==> src/sv/crc32fac_pkg.sv <==
// Package for the CRC-32 frame append and check core.
// Holds the queue entry type, the result kind codes and the byte-wise CRC update.
// Depends on nothing.
package crc32fac_pkg;

    localparam logic [31:0] CRC_POLY         = 32'hEDB8_8320;
    localparam logic [31:0] CRC_ONES         = 32'hFFFF_FFFF;
    localparam int          FIFO_DEPTH_DEF   = 4;
    localparam logic [2:0]  HELD_FULL        = 3'd4;

    typedef enum logic [1:0] {
        KIND_PAYLOAD = 2'd0,
        KIND_CRC     = 2'd1,
        KIND_VERDICT = 2'd2
    } kind_t;

    typedef enum logic [1:0] {
        CMD_PAYLOAD     = 2'd0,
        CMD_PAY_APPEND  = 2'd1,
        CMD_PAY_VERDICT = 2'd2,
        CMD_VERDICT     = 2'd3
    } cmd_t;

    typedef struct packed {
        cmd_t        cmd;
        logic [7:0]  data;
        logic [31:0] crc;
        logic        ok;
        logic        short_frame;
    } entry_t;

    function automatic logic [31:0] crc_byte(input logic [31:0] c_in, input logic [7:0] b);
        logic [31:0] c;
        c = c_in ^ {24'd0, b};
        for (int k = 0; k < 8; k++) begin
            if (c[0]) begin
                c = (c >> 1) ^ CRC_POLY;
            end else begin
                c = c >> 1;
            end
        end
        return c;
    endfunction

endpackage

==> src/sv/crc32fac_front.sv <==
// Front end: takes input beats, keeps the running CRC, the delay line and the mode,
// and turns each beat into at most one queue entry. Depends on crc32fac_pkg.
module crc32fac_front import crc32fac_pkg::*; (
    input  logic       aclk,
    input  logic       aresetn,
    input  logic       cfg_valid,
    output logic       cfg_ready,
    input  logic       cfg_wdata,
    input  logic       s_valid,
    output logic       s_ready,
    input  logic [7:0] s_in_byte,
    input  logic       s_in_last,
    input  logic       push_ready,
    output logic       push_valid,
    output entry_t     push_entry
);

    logic        mode_reg;
    logic [31:0] crc_reg, crc_next;
    logic [7:0]  held_reg [4];
    logic [2:0]  count_reg, count_next;
    logic [31:0] crc_fold;
    logic [31:0] rx_word;
    logic [31:0] rx_fill;
    logic        accept;
    logic        full;

    assign cfg_ready = 1'b1;
    assign s_ready   = push_ready;
    assign accept    = s_valid && push_ready;
    assign full      = (count_reg >= HELD_FULL);
    assign rx_word   = {s_in_byte, held_reg[3], held_reg[2], held_reg[1]};
    assign rx_fill   = {s_in_byte, held_reg[2], held_reg[1], held_reg[0]};

    always_comb begin
        crc_fold   = crc_byte(crc_reg, mode_reg ? held_reg[0] : s_in_byte);
        crc_next   = crc_reg;
        count_next = count_reg;
        push_valid = 1'b0;
        push_entry = '{cmd: CMD_PAYLOAD, data: s_in_byte, crc: crc_fold ^ CRC_ONES,
                       ok: 1'b0, short_frame: 1'b0};
        if (!mode_reg) begin
            push_valid = accept;
            crc_next   = crc_fold;
            if (s_in_last) begin
                push_entry.cmd = CMD_PAY_APPEND;
            end
        end else if (full) begin
            push_valid      = accept;
            push_entry.data = held_reg[0];
            crc_next        = crc_fold;
            if (s_in_last) begin
                push_entry.cmd = CMD_PAY_VERDICT;
                push_entry.ok  = (rx_word == (crc_fold ^ CRC_ONES));
            end
        end else begin
            count_next = count_reg + 3'd1;
            if (s_in_last) begin
                push_valid     = accept;
                push_entry.cmd = CMD_VERDICT;
                if (count_next == HELD_FULL) begin
                    push_entry.ok = (rx_fill == (crc_reg ^ CRC_ONES));
                end else begin
                    push_entry.short_frame = 1'b1;
                end
            end
        end
        if (s_in_last) begin
            crc_next   = CRC_ONES;
            count_next = 3'd0;
        end
    end

    always_ff @(posedge aclk) begin
        if (!aresetn) begin
            mode_reg  <= 1'b0;
            crc_reg   <= CRC_ONES;
            count_reg <= 3'd0;
        end else begin
            if (cfg_valid) begin
                mode_reg <= cfg_wdata;
            end
            if (accept) begin
                crc_reg   <= crc_next;
                count_reg <= count_next;
            end
        end
    end

    always_ff @(posedge aclk) begin
        if (accept && mode_reg) begin
            if (full) begin
                held_reg[0] <= held_reg[1];
                held_reg[1] <= held_reg[2];
                held_reg[2] <= held_reg[3];
                held_reg[3] <= s_in_byte;
            end else begin
                held_reg[count_reg[1:0]] <= s_in_byte;
            end
        end
    end

endmodule

==> src/sv/crc32fac_fifo.sv <==
// Short queue of entries between the front and the back end.
// Depends on crc32fac_pkg.
module crc32fac_fifo import crc32fac_pkg::*; #(
    parameter int DEPTH = FIFO_DEPTH_DEF
) (
    input  logic   aclk,
    input  logic   aresetn,
    input  logic   push_valid,
    output logic   push_ready,
    input  entry_t push_entry,
    output logic   pop_valid,
    input  logic   pop,
    output entry_t pop_entry
);

    localparam int PW = (DEPTH > 1) ? $clog2(DEPTH) : 1;
    localparam int CW = $clog2(DEPTH + 1);
    localparam logic [PW-1:0] LAST_PTR = PW'(DEPTH - 1);
    localparam logic [CW-1:0] FULL_CNT = CW'(DEPTH);

    entry_t        mem_reg [DEPTH];
    logic [PW-1:0] wr_reg, rd_reg;
    logic [CW-1:0] cnt_reg;
    logic          do_push, do_pop;

    assign push_ready = (cnt_reg != FULL_CNT);
    assign pop_valid  = (cnt_reg != '0);
    assign pop_entry  = mem_reg[rd_reg];
    assign do_push    = push_valid && push_ready;
    assign do_pop     = pop && pop_valid;

    always_ff @(posedge aclk) begin
        if (!aresetn) begin
            wr_reg  <= '0;
            rd_reg  <= '0;
            cnt_reg <= '0;
        end else begin
            if (do_push) begin
                wr_reg <= (wr_reg == LAST_PTR) ? '0 : wr_reg + PW'(1);
            end
            if (do_pop) begin
                rd_reg <= (rd_reg == LAST_PTR) ? '0 : rd_reg + PW'(1);
            end
            if (do_push && !do_pop) begin
                cnt_reg <= cnt_reg + CW'(1);
            end else if (do_pop && !do_push) begin
                cnt_reg <= cnt_reg - CW'(1);
            end
        end
    end

    always_ff @(posedge aclk) begin
        if (do_push) begin
            mem_reg[wr_reg] <= push_entry;
        end
    end

endmodule

==> src/sv/crc32fac_back.sv <==
// Back end: expands each queue entry into its result beats and drives the
// output register. Depends on crc32fac_pkg.
module crc32fac_back import crc32fac_pkg::*; (
    input  logic       aclk,
    input  logic       aresetn,
    input  logic       pop_valid,
    output logic       pop,
    input  entry_t     pop_entry,
    output logic       m_valid,
    input  logic       m_ready,
    output logic [7:0] m_out_byte,
    output logic [1:0] m_out_kind,
    output logic       m_out_last,
    output logic       m_crc_ok,
    output logic       m_frame_short
);

    logic        valid_reg;
    logic [7:0]  byte_reg, byte_next;
    kind_t       kind_reg, kind_next;
    logic        last_reg, last_next;
    logic        ok_reg, ok_next;
    logic        short_reg, short_next;
    logic [2:0]  step_reg;
    logic        final_beat;
    logic        load;
    logic [1:0]  crc_sel;

    assign load    = pop_valid && (!valid_reg || m_ready);
    assign pop     = load && final_beat;
    assign crc_sel = 2'(step_reg - 3'd1);

    always_comb begin
        byte_next  = pop_entry.data;
        kind_next  = KIND_PAYLOAD;
        last_next  = 1'b0;
        ok_next    = 1'b0;
        short_next = 1'b0;
        final_beat = 1'b0;
        case (pop_entry.cmd)
            CMD_PAYLOAD: begin
                final_beat = 1'b1;
            end
            CMD_PAY_APPEND: begin
                if (step_reg != 3'd0) begin
                    byte_next  = pop_entry.crc[8*crc_sel +: 8];
                    kind_next  = KIND_CRC;
                    final_beat = (step_reg == 3'd4);
                    last_next  = final_beat;
                end
            end
            CMD_PAY_VERDICT: begin
                if (step_reg != 3'd0) begin
                    byte_next  = 8'd0;
                    kind_next  = KIND_VERDICT;
                    ok_next    = pop_entry.ok;
                    final_beat = 1'b1;
                    last_next  = 1'b1;
                end
            end
            default: begin
                byte_next  = 8'd0;
                kind_next  = KIND_VERDICT;
                ok_next    = pop_entry.ok;
                short_next = pop_entry.short_frame;
                final_beat = 1'b1;
                last_next  = 1'b1;
            end
        endcase
    end

    always_ff @(posedge aclk) begin
        if (!aresetn) begin
            valid_reg <= 1'b0;
            step_reg  <= 3'd0;
        end else begin
            if (load) begin
                valid_reg <= 1'b1;
                step_reg  <= final_beat ? 3'd0 : step_reg + 3'd1;
            end else if (m_ready) begin
                valid_reg <= 1'b0;
            end
        end
    end

    always_ff @(posedge aclk) begin
        if (load) begin
            byte_reg  <= byte_next;
            kind_reg  <= kind_next;
            last_reg  <= last_next;
            ok_reg    <= ok_next;
            short_reg <= short_next;
        end
    end

    assign m_valid       = valid_reg;
    assign m_out_byte    = byte_reg;
    assign m_out_kind    = kind_reg;
    assign m_out_last    = last_reg;
    assign m_crc_ok      = ok_reg;
    assign m_frame_short = short_reg;

endmodule

==> src/sv/crc32_frame_append_check_core.sv <==
// Top level of the CRC-32 frame append and check core.
// Instantiates crc32fac_front, crc32fac_fifo and crc32fac_back; uses crc32fac_pkg.
//
//   Channel  Direction  Handshake              Beat carries
//   cfg      in         cfg_valid/cfg_ready    cfg_wdata (mode)
//   s        in         s_valid/s_ready        s_in_byte, s_in_last
//   m        out        m_valid/m_ready        m_out_byte, m_out_kind, m_out_last,
//                                              m_crc_ok, m_frame_short
//
// One input beat is taken per cycle while the queue has room. The back end sends
// one result beat per cycle while the result channel is ready, so a frame end
// adds one verdict beat in check mode and four CRC beats in append mode. Reset is
// synchronous and active low and clears the CRC, the delay line count, the queue
// and the output register; the mode resets to append.
// A stalled result channel fills the queue of FIFO_DEPTH entries before s_ready falls.
module crc32_frame_append_check_core import crc32fac_pkg::*; #(
    parameter int FIFO_DEPTH = FIFO_DEPTH_DEF
) (
    input  logic       aclk,
    input  logic       aresetn,
    input  logic       cfg_valid,
    output logic       cfg_ready,
    input  logic       cfg_wdata,
    input  logic       s_valid,
    output logic       s_ready,
    input  logic [7:0] s_in_byte,
    input  logic       s_in_last,
    output logic       m_valid,
    input  logic       m_ready,
    output logic [7:0] m_out_byte,
    output logic [1:0] m_out_kind,
    output logic       m_out_last,
    output logic       m_crc_ok,
    output logic       m_frame_short
);

    logic   push_valid, push_ready;
    entry_t push_entry;
    logic   pop_valid, pop;
    entry_t pop_entry;

    crc32fac_front u_front (
        .aclk       (aclk),
        .aresetn    (aresetn),
        .cfg_valid  (cfg_valid),
        .cfg_ready  (cfg_ready),
        .cfg_wdata  (cfg_wdata),
        .s_valid    (s_valid),
        .s_ready    (s_ready),
        .s_in_byte  (s_in_byte),
        .s_in_last  (s_in_last),
        .push_ready (push_ready),
        .push_valid (push_valid),
        .push_entry (push_entry)
    );

    crc32fac_fifo #(
        .DEPTH (FIFO_DEPTH)
    ) u_fifo (
        .aclk       (aclk),
        .aresetn    (aresetn),
        .push_valid (push_valid),
        .push_ready (push_ready),
        .push_entry (push_entry),
        .pop_valid  (pop_valid),
        .pop        (pop),
        .pop_entry  (pop_entry)
    );

    crc32fac_back u_back (
        .aclk          (aclk),
        .aresetn       (aresetn),
        .pop_valid     (pop_valid),
        .pop           (pop),
        .pop_entry     (pop_entry),
        .m_valid       (m_valid),
        .m_ready       (m_ready),
        .m_out_byte    (m_out_byte),
        .m_out_kind    (m_out_kind),
        .m_out_last    (m_out_last),
        .m_crc_ok      (m_crc_ok),
        .m_frame_short (m_frame_short)
    );

endmodule

==> config.mk <==
export PLATFORM = sky130hd
export DESIGN_NAME = crc32_frame_append_check_core
export DESIGN_NICKNAME = d
export VERILOG_FILES = /design/src/sv/crc32fac_pkg.sv /design/src/sv/crc32fac_front.sv /design/src/sv/crc32fac_fifo.sv /design/src/sv/crc32fac_back.sv /design/src/sv/crc32_frame_append_check_core.sv
export SDC_FILE = /design/constraint.sdc
export NUM_CORES = 1
export LEC_CHECK = 0
export BUFFER_PORTS_ARGS = -buffer_cell sky130_fd_sc_hd__buf_2
export CORE_UTILIZATION = 40
export CTS_CLUSTER_DIAMETER = 40
export CTS_CLUSTER_SIZE = 24
export DETAILED_ROUTE_END_ITERATION = 8
export GPL_TIMING_DRIVEN = 0
export PLACE_DENSITY_LB_ADDON = 0.1
export SYNTH_ARGS = -nofsm -noshare
export SYNTH_HDL_FRONTEND = slang
export SYNTH_SLANG_ARGS = --single-unit
==> constraint.sdc <==
create_clock -name aclk -period 5.69 [get_ports aclk]
set_input_delay 0.569 -clock aclk [delete_from_list [all_inputs] [get_ports aclk]]
set_output_delay 0.569 -clock aclk [all_outputs]
set_load 0.01 [all_outputs]
# Word level (Yosys, flattened, before mapping)
# Memory sizes are Yosys's and may differ from the RTL's. A register that Yosys moved wholly into a read port is not among the register bits.
# Index checks and enable logic that the tools add are counted.
[totals] register_bits=60 ramBits=208 input_bits=15 output_inout_bits=16 memories=2
[mem_list] memory="u_fifo.mem_reg" depth=4 width=44 read_ports=1 rd_clocked_by_memory_dff=1 wr=1 line="crc32fac_fifo.sv:21" text="entry_t mem_reg [DEPTH];"
[mem_list] memory="u_front.held_reg" depth=4 width=8 read_ports=4 rd_clocked_by_memory_dff=0 wr=4 line="crc32fac_front.sv:20" text="logic [7:0] held_reg [4];"
[classes] add_sub_neg=7 n_lt_le_gt_ge=1 eq_ne=11 shift=1 n_mux=64 bitwise_logic=11 n_reduce_logical=23
[op_table] op="$mux 32" count=11
[op_table] op="$not 13->14" count=8
[op_table] op="$eq 32x32->1" count=2
[op_table] op="$not 32->32" count=2
[op_table] op="$mux 8" count=6
[op_table] op="$shiftx 32x6->8" count=1
[op_table] op="$xor 32x8->32" count=1
[op_table] op="$mux 1" count=24
[op_table] op="$mux 2" count=12
[op_table] op="$pmux 8 s3" count=1
[op_table] op="$mux 3" count=6
[op_table] op="$add 3x1->3 const B" count=3
[op_table] op="$logic_and 1x1->1" count=8
[op_table] op="$reduce_or 8->1" count=1
[op_table] op="$eq 2x2->1 const B" count=3
[op_table] op="$eq 3x3->1 const B" count=2
[op_table] op="$ne 3x3->1 const B" count=2
[op_table] op="$pmux 2 s3" count=1
[op_table] op="$reduce_bool 2->1" count=3
[op_table] op="$reduce_bool 3->1" count=2
[op_table] op="$add 2x1->2 const B" count=2
[op_table] op="$pmux 1 s2" count=2
[op_table] op="$ge 3x3->1 const B" count=1
[op_table] op="$logic_not 1->1" count=3
[op_table] op="11 further kinds" count=11

# Logic depth before layout (Yosys ltp)
# An unclocked memory read counts as a cell.
[logic_depth] word_depth=24 ltp_mapped=15 depth_no_buf=12

# By module
# A second synthesis with hierarchy kept.
[hier_totals] cells_unflattened=786 hier_area_um2=12698.4
[by_module_without_submodules] mod="crc32fac_fifo" n_inst=1 cells_per_inst=281 area_per_inst_um2=6822.8 seq_area_each_um2=5465.2
[by_module_without_submodules] mod="crc32fac_front" n_inst=1 cells_per_inst=429 area_per_inst_um2=4854.7 seq_area_each_um2=1681.6
[by_module_without_submodules] mod="crc32fac_back" n_inst=1 cells_per_inst=76 area_per_inst_um2=1021.0 seq_area_each_um2=470.5

# Worst setup path after synthesis
# OpenSTA, ideal clock, no wires.
[synth_timing] kind="reg-to-reg" start="register (tool-made name)" end="register u_fifo.cnt_reg[2]" setup_ns=0.076 arrival_ns=4.149 path_slack_ns=1.465 stages_incl_launch_ff=15 synth_period_minus_slack_ns=4.225 path_cell_list="dfxtp_1 clkbuf_1 buf_1 buf_1 mux4_2 ha_1 a21oi_1 o21ai_0 nand2_1 ha_1 inv_1 fa_1 xor2_1 or3_1 a21boi_0"
[synth_lines] item="end signal, assigned" line="crc32fac_fifo.sv:45" text="cnt_reg <= cnt_reg + CW'(1);"
[synth_lines] item="end signal, assigned" line="crc32fac_fifo.sv:47" text="cnt_reg <= cnt_reg - CW'(1);"
[synth_lines] item="end, declared" line="crc32fac_fifo.sv:23" text="logic [CW-1:0] cnt_reg;"

==> results.md <==
- Status: complete, no violations
- Chip height: 179 um
- Synth top area share: 53.2%
- Core ar.: 0.0307 sq mm
- Num CTS Buffers: 38
- Drt via density: 5.23
- Pwr per Cell Area: 532 mW/mm^2
- R2R cell count: 14
- Highest Clock Rate: 202 MHz
- Clock Path Buffers: 3
- Initial antenna violation count: 0
- FP Rows: 64
- Worst hold path stage count: 1
- Syn avg cell area: 15.6 sq um
- Relative slew slack: 19.9%
- Routed Antenna Nets: 0
- Initial core utilization: 40.7%
- Hold endpoint: u_front.held_reg[3][2]
- WL/cell: 23.7 um
- Pint: 5.13 mW
- Post-synth EDFFs: 221
- Vias in the first global route: 7149
- CP Data Required Time: 6140 ps
- Postcts setup bufs: 0
- First-pass DRT Iterations: 5
- Remaining DRCs: 0
- Yosys reg bits: 270
- Fin util: 47.3%
- Fraction of registers with async set/reset: 0%
- Gr ovfl total: 0
- Synth cell types: 58
- Area grow syn2layout: 16.2%
- Setup violations, final: 0
- Layout Nets: 904
- Comb pwr share: 32.5%
- Clock Latency Late Sink: 540 ps
- Top post-synthesis cells by area: edfxtp_1, mux4_2, dfxtp_1, xnor2_1, mux2_2
- Seq pwr share: 37.5%
- Cells after Synth: 800
- Clock sinks: 270
- Gpl congestion: 0.869
- Post-synth top flop: edfxtp_1
- Maximum net fanout on the critical path: 10
- Clock power share: 30.1%
- Type of the most critical hold path: input port to flip-flop
- NetSw: 2.57 mW
- Maxcap violations: 0
- Largest net degree at the start of global routing: 26
- Die Wd: 179 um
- Final hold violation count: 0
- Slew @ Worst Pin: 1190 ps
- Synthesized Nets: 832
- CP Launch Type: flip-flop
- Leakage: 4.95 nW
- GR Util All Layers: 20.3%
- CP arrival: 5390 ps
- Resized Gates After CTS: 0
- Reg2reg setup slack: 750 ps
- WS Path Type: flip-flop to flip-flop
- Hold WS: 227 ps
- Final slew viol count: 0
- Synth warn: 0
- Setup repair after global routing missed its margin: no
- Switching part of the total: 33.3%
- Layout cells sized above 1: 23.3%
- VDD IR max: 207 uV
- Post-synth top area cell: edfxtp_1
- Setup TNS: 0 ps
- H-tree Lvls: 2
- Hold Buf Count CTS: 0
- CTS clk-pin slew, worst paths: 60 ps
- CTS tree: built
- Min Tclk post-route: 4940 ps
- Global-route wire length before repair: 45700 um
- Routed WL: 30800 um
- Netlist Area Pre-Place: 0.0125 sq mm
- Max reg flops: 176
- DP Wirelength: 22800 um
- Reg-to-reg endpoint: u_fifo.cnt_reg[2]
- DRT iter0 DRCs: 447
- Period utilisation layout: 86.9%
- Sequential share of the synthesized area: 61.1%
- CTS root buffer: clkbuf_16
- Count of input and output buffers: 27
- Via count: 6792
- Crit path capture type: flip-flop
- Full die area: 0.0319 sq mm
- I/O pin count: 31
- Skew final: 29.2 ps
- HP Start: s_in_byte[2]
metrics by stage:
stage                     setup slack (ps)  std cells  power, mW  instance area, sq um
after detailed placement               304       1228       5.46                 13200
final                                  747       1299       7.70                 14500
after floorplan                       1470        800       4.55                 12500
after CTS                              264       1298       7.78                 14500
after global routing                   330       1298       8.06                 14500
after global placement                 374       1223       5.33                 13100
power by group through the flow:
| stage | clock network, mW | logic, mW | registers, mW |
|---|---|---|---|
| 6_report | 2.32 | 2.50 | 2.89 |
| 5_1_grt | 2.43 | 2.71 | 2.92 |
| 4_1_cts | 2.36 | 2.53 | 2.89 |
| 3_5_place_dp | 0 | 2.53 | 2.93 |
| 3_3_place_gp | 0 | 2.42 | 2.92 |
| 2_1_floorplan | 0 | 1.64 | 2.91 |
cell usage after synthesis (all sizes together), types with 2 or more instances:
cell type and n:
a21o 2, mux2 32, clkbuf 27, nand4 7, mux2i 13, xnor3 7
o2bb2ai 8, nand2b 5, inv 29, and3 2, edfxtp 221, o21ai 31
xnor2 75, nand2 76, nor3b 2, a21boi 4, a21oi 8, and2 9
xor2 43, ha 16, o22ai 8, nor2b 8, nor3 5, nand3 5
buf 9, mux4 52, nor2 14, nor4 8, or3 6, xor3 3
dfxtp 49
routing by layer:
layer | track usage [%] | vias up | part of all wire (%)
met3 | 2.92 | 59 | 3.6
met4 | 7.91 | 0 | 3.6
met1 | 27.1 | 3439 | 45
met5 | 0 | - | 0
li1 | - | 3144 | -
met2 | 33.4 | 150 | 48
layout make-up:
| type | count | area [sq um] |
|---|---|---|
| diodes | 1 | 2.50 |
| plain buffers | 36 | 166 |
| clock buffers | 44 | 973 |
| clock inverters | 26 | 292 |
| fillers | 2636 | 16200 |
| inverters | 30 | 113 |
| multi-input cells | 464 | 4590 |
| flip-flops and latches | 270 | 7620 |
| well taps | 396 | 495 |
| repair buffers | 32 | 243 |
critical path, cell delays in order (launching register included):
cell and delay (ps):
dfxtp_1 300, clkbuf_1 500, clkbuf_2 490, clkdlybuf4s15_1 720
mux4_2 670, ha_1 270, a21oi_1 120, o21ai_0 90
nand2_1 310, ha_1 260, inv_1 60, fa_1 370
xor2_1 180, or3_1 310, a21boi_0 160
cells by family after synthesis:
group	synth area share, %
fa+ha+maj	1.77
other cells	0.0301
xor+xnor	12.0
compound gates	3.54
simple gates	5.78
flops	61.1
buf+inv	2.18
mux	13.6
worst max-delay path by stage:
stage                     cells past startpoint           endpoint  startpoint
after floorplan                              14  u_fifo.cnt_reg[2]   flip-flop
after global placement                       14  u_fifo.cnt_reg[2]   flip-flop
after detailed placement                     14  u_fifo.cnt_reg[2]   flip-flop
after CTS                                    14  u_fifo.cnt_reg[2]   flip-flop
after global routing                         14  u_fifo.cnt_reg[2]   flip-flop
final                                        14  u_fifo.cnt_reg[2]   flip-flop
placed cells by master, fill, tap and decap left out, types with 4 or more instances in the layout:
cell type  instances
nor3_1             5
xor2_1            40
o22ai_1            8
ha_1              16
xnor3_1            6
inv_1             29
and2_1             5
nor2b_1            8
nand2b_1           5
clkinv_1           6
or3_1              6
buf_2             28
dfxtp_1           49
nor4_1             8
buf_12             4
nand4_1            7
o2bb2ai_1          8
nand2_1           76
mux2_2            32
a21boi_0           4
nor2_1            14
mux4_2            52
clkinv_4           6
mux2i_1            9
a21oi_1            7
clkbuf_2           4
clkbuf_16         38
o21ai_0           31
edfxtp_1         221
inv_6              4
nand3_1            5
xnor2_4           10
and2_2             4
clkbuf_1          30
xnor2_1           63
Note: power is estimated with default switching activity, not from simulation.
